<file path="src/design/tdp_pkg.sv">
`default_nettype none

package tdp_pkg;

  // Width of one decimal digit on the result word.
  localparam int DIGIT_W = 4;

  // Width of a residue modulo one hundred.
  localparam int CENT_W = 7;

  // Decimal constants used by the digit readout.
  localparam logic [CENT_W-1:0] CENT_BASE = 7'd100;
  localparam logic [CENT_W-1:0] DEC_BASE  = 7'd10;

  // Status that the serial divider reports to its controller.
  typedef struct packed {
    logic busy;
    logic done;
  } div_status_t;

  // Split a residue below one hundred into tens and ones digits.
  // The tens digit comes from nine independent compares against multiples of ten.
  function automatic logic [2*DIGIT_W-1:0] digit_split(input logic [CENT_W-1:0] r);
    logic [DIGIT_W-1:0] tens;
    logic [CENT_W-1:0]  ones;
    tens = '0;
    for (int k = 1; k <= 9; k++) begin
      if (r >= CENT_W'(k * 10)) begin
        tens = DIGIT_W'(k);
      end
    end
    ones = r - CENT_W'(CENT_W'(tens) * DEC_BASE);
    return {tens, ones[DIGIT_W-1:0]};
  endfunction

endpackage

`default_nettype wire

</file>
<file path="src/design/tdp_div.sv">
`default_nettype none

module tdp_div
  import tdp_pkg::*;
#(
  parameter int W = 32
) (
  input  wire logic         clk,
  input  wire logic         rst,
  input  wire logic         start,
  input  wire logic [W-1:0] dividend,
  input  wire logic [W-1:0] divisor,
  output div_status_t       status,
  output logic      [W-1:0] quotient,
  output logic      [W-1:0] remainder
);

  localparam int CNT_W = $clog2(W + 1);

  logic             busy;
  logic             done;
  logic [CNT_W-1:0] cnt;
  logic [W-1:0]     rem;
  logic [W-1:0]     quo;
  logic [W-1:0]     dvs;

  logic [W:0]       trial;
  logic             qbit;
  logic [W-1:0]     rem_next;

  // One restoring step: bring down the next dividend bit and try a subtract.
  assign trial    = {rem, quo[W-1]};
  assign qbit     = (trial >= {1'b0, dvs});
  assign rem_next = qbit ? W'(trial - {1'b0, dvs}) : trial[W-1:0];

  // Control: a run steps through every dividend bit, then done pulses once.
  always_ff @(posedge clk) begin
    if (rst) begin
      busy <= 1'b0;
      done <= 1'b0;
      cnt  <= '0;
    end else begin
      done <= 1'b0;
      if (start) begin
        busy <= 1'b1;
        cnt  <= CNT_W'(W);
      end else if (busy) begin
        cnt <= cnt - 1'b1;
        if (cnt == CNT_W'(1)) begin
          busy <= 1'b0;
          done <= 1'b1;
        end
      end
    end
  end

  // Datapath: dividend bits shift out of quo while quotient bits shift in.
  always_ff @(posedge clk) begin
    if (start) begin
      rem <= '0;
      quo <= dividend;
      dvs <= divisor;
    end else if (busy) begin
      rem <= rem_next;
      quo <= {quo[W-2:0], qbit};
    end
  end

  assign status    = '{busy: busy, done: done};
  assign quotient  = quo;
  assign remainder = rem;

endmodule

`default_nettype wire

</file>
<file path="config.mk">
export PLATFORM = sky130hd
export DESIGN_NAME = tdp_div
export DESIGN_NICKNAME = d
export VERILOG_FILES = /design/src/design/tdp_pkg.sv /design/src/design/tdp_div.sv
export SDC_FILE = /design/constraint.sdc
export NUM_CORES = 1
export LEC_CHECK = 0
export BUFFER_PORTS_ARGS = -buffer_cell sky130_fd_sc_hd__buf_2
export CORE_ASPECT_RATIO = 2
export CORE_UTILIZATION = 55
export CTS_CLUSTER_DIAMETER = 120
export DETAILED_ROUTE_END_ITERATION = 10
export PLACE_DENSITY_LB_ADDON = 0.12
export SYNTH_ARGS = -nofsm -noshare
export SYNTH_HDL_FRONTEND = slang
export SYNTH_SLANG_ARGS = --single-unit
</file>
<file path="constraint.sdc">
create_clock -name clk -period 4.1 [get_ports clk]
set_input_delay 1.025 -clock clk [delete_from_list [all_inputs] [get_ports clk]]
set_output_delay 1.025 -clock clk [all_outputs]
set_load 0.03 [all_outputs]
</file>
==> flow_summary_export.csv <==
group,metric,value,unit
logic_synthesis,synth.top_cell.area_share,33.0,%
critical_path,critPathRequiredTime,4.36,ns
clock_network,path_clk_slew,0.07,ns
sta,finalHoldViolations,0,
logic_synthesis,synth_area_per_cell,10.2,um^2
flow_run,cap_violations,0,
route,drc,0,
global_route,grt_util_all_layers,25.5,%
placed_design,place_inst,820,
clock_network,insertion_delay,0.34,ns
route,ant_nets,0,
clock_network,cts_tree,"built",
global_route,antenna_found_initial,0,
global_route,grt_pass1_vias,4876,
final_layout,fin_nets,798,
final_layout,diodes,0,
floorplanning,dieArea,11000,um^2
placed_design,dp_hpwl,10200,um
final_layout,drive_above_1_share,28.0,%
logic_synthesis,synth_area_leaders,"edfxtp_1 (33%), dfxtp_1 (14%), ha_1 (7.3%), mux2_2 (6.0%), nor2_1 (4.3%)",
placed_design,globalplace.congestion,0.931,
global_route,grt.overflow.total,0,
logic_synthesis,synth_cells,574,
critical_path,path_class,"flip-flop to flip-flop",
logic_synthesis,post_synth_most_frequent_cells,"nor2_1 (67), edfxtp_1 (64), inv_1 (45)",
power,cellPowerDensity,432,nW/um^2
floorplanning,start_util,57.1,%
final_layout,final_util,67.8,%
logic_synthesis,synth_edf_count,64,
sta,relSlewSlack,55.5,%
floorplanning,die_h,148,um
route,wire_per_inst,16.3,um
floorplanning,die_w,74.8,um
clock_network,clock_path_buffers,2,
worst_hold_path,hp-class,"flip-flop to flip-flop",
sta,fin_crit_sh,83.2,%
placed_design,place_area,6610,um^2
logic_synthesis,ys.flop_type,"edfxtp_1",
clock_network,ctsResizeCount,0,
global_route,grt_pass1_wl,21700,um
floorplanning,coreArea,10200,um^2
logic_synthesis,yosysSeqAreaShare,46.7,%
final_layout,areaGrowthSynthToFinish,18.9,%
logic_synthesis,ys_types,61,
clock_network,numClockSinks,104,
logic_synthesis,synth_top_area_cell,"edfxtp_1",
final_layout,layout.cells.non_filler,836,
route,num_vias,4794,
floorplanning,row_count,52,
clock_network,post_cts_buffers,0,
critical_path,start_kind,"flip-flop",
sta,worst_slew_pin_slew,0.665,ns
sta,report.final.slew_viol_count,0,
sta,skew,0.00771,ns
clock_network,cts_made_buffers,9,
sta,setup_viol,0,
logic_synthesis,synth_warnings,0,
sta,fmax,0.293,GHz
route,drtIter0Drc,291,
sta,grt_setup_unrepaired,"no",
logic_synthesis,synth.cell_area,5830,um^2
run_status,status,"finished, final reports clean",
power,p_leak,3.15,nW
power,ir_drop,0.000290,V
logic_synthesis,post-synth-top-count-cell,"nor2_1",
critical_path,crit_fanout,37,
route,viasPerCell,5.73,
sta,hold_ws,0.509,ns
critical_path,arrival,3.67,ns
route,dr.pass1.iters,4,
clock_network,ctsHoldBuffers,0,
logic_synthesis,async_flop_share,0,%
placed_design,portBuffers,132,
global_route,grt_max_degree,52,
logic_synthesis,synth_seq_cells,104,
critical_path,endpoint_kind,"flip-flop",
final_layout,stdcell_area,6930,um^2
route,routed_wirelength,13600,um
placed_design,dp_slack,0.690,ns
sta,timing.setup.tns,0,ns
clock_network,cts.htree.levels,3,
clock_network,cts-root-buf,"clkbuf_16",
sta,fin_crit,3.41,ns
floorplanning,ioPinCount,133,
power,p_total,2.99,mW
logic_synthesis,syn_nets,676,
sta,layout_setup_ws,0.690,ns
[worst max-delay path: stages (launching register included)]
cell      delay, ns
edfxtp_1       0.37
inv_1          0.08
ha_1           0.30
a21oi_1        0.19
o21ai_1        0.11
a2111o_1       0.38
a221o_1        0.36
o211a_1        0.29
o21ai_4        0.57
buf_12         0.28
nand2_1        0.07
o31a_1         0.10
a211oi_1       0.21
[power breakdown]
part	total, mW	switching [mW]	internal, mW
registers	1.28	0.0624	1.21
logic	0.791	0.485	0.306
clock network	0.927	0.388	0.539
total	2.99	0.936	2.06
[cells in the final DEF (no fill, tap or decap), types with 10 or more instances in the layout]
master / instances
buf_2: 131
nor2_1: 67
edfxtp_1: 64
inv_1: 45
a21oi_1: 39
dfxtp_1: 39
ha_1: 34
nand2_1: 32
mux2_2: 31
a211oi_1: 30
xnor2_1: 17
xor2_1: 12
o21ai_0: 10
nor3_1: 10
[layout make-up]
cell class | count | area, um^2
Clock buffer | 10 | 229
Inverter | 46 | 173
Tap cell | 135 | 169
Multi-Input combinational cell | 397 | 2820
Fill cell | 870 | 3290
Clock inverter | 6 | 90.1
Sequential cell | 104 | 2720
Timing Repair Buffer | 138 | 721
[cells by family (layout without fill, tap and decap cells)]
group / Yosys count / in the layout / synth area share [%]
fa+ha+maj: 35 / 35 / 7.64
flops: 104 / 104 / 46.7
buf+inv: 73 / 200 / 4.98
compound gates: 138 / 138 / 16.3
xor+xnor: 29 / 29 / 4.36
mux: 40 / 40 / 7.53
simple gates: 155 / 155 / 12.5
[flip-flops by register name, summed over array words and instances (netlist names)]
signal,count
remainder,32
busy,1
dvs,32
cnt,6
done,1
quotient,32
[worst paths after layout]
kind | from | end | slack, ns | cells after the start
worst max-delay path | dvs[14]$_DFFE_PP_ | remainder[3]$_SDFFE_PP0P_ | 0.69 | 12
worst min-delay path | cnt[1]$_SDFFE_PP0P_ | cnt[1]$_SDFFE_PP0P_ | 0.51 | 2
worst max register to register | dvs[14]$_DFFE_PP_ | remainder[3]$_SDFFE_PP0P_ | 0.69 | 12
worst min register to register | cnt[1]$_SDFFE_PP0P_ | cnt[1]$_SDFFE_PP0P_ | 0.51 | 2
[layer usage]
layer / routed length [um] / global-route usage (%) / share of wire, %
met1: 4880 / 25.1 / 36
met2: 7790 / 48.5 / 57
met3: 526 / 4.09 / 3.9
met4: 406 / 12.3 / 3.0
met5: 0 / 0 / 0
(Power assumes the default switching activity.)
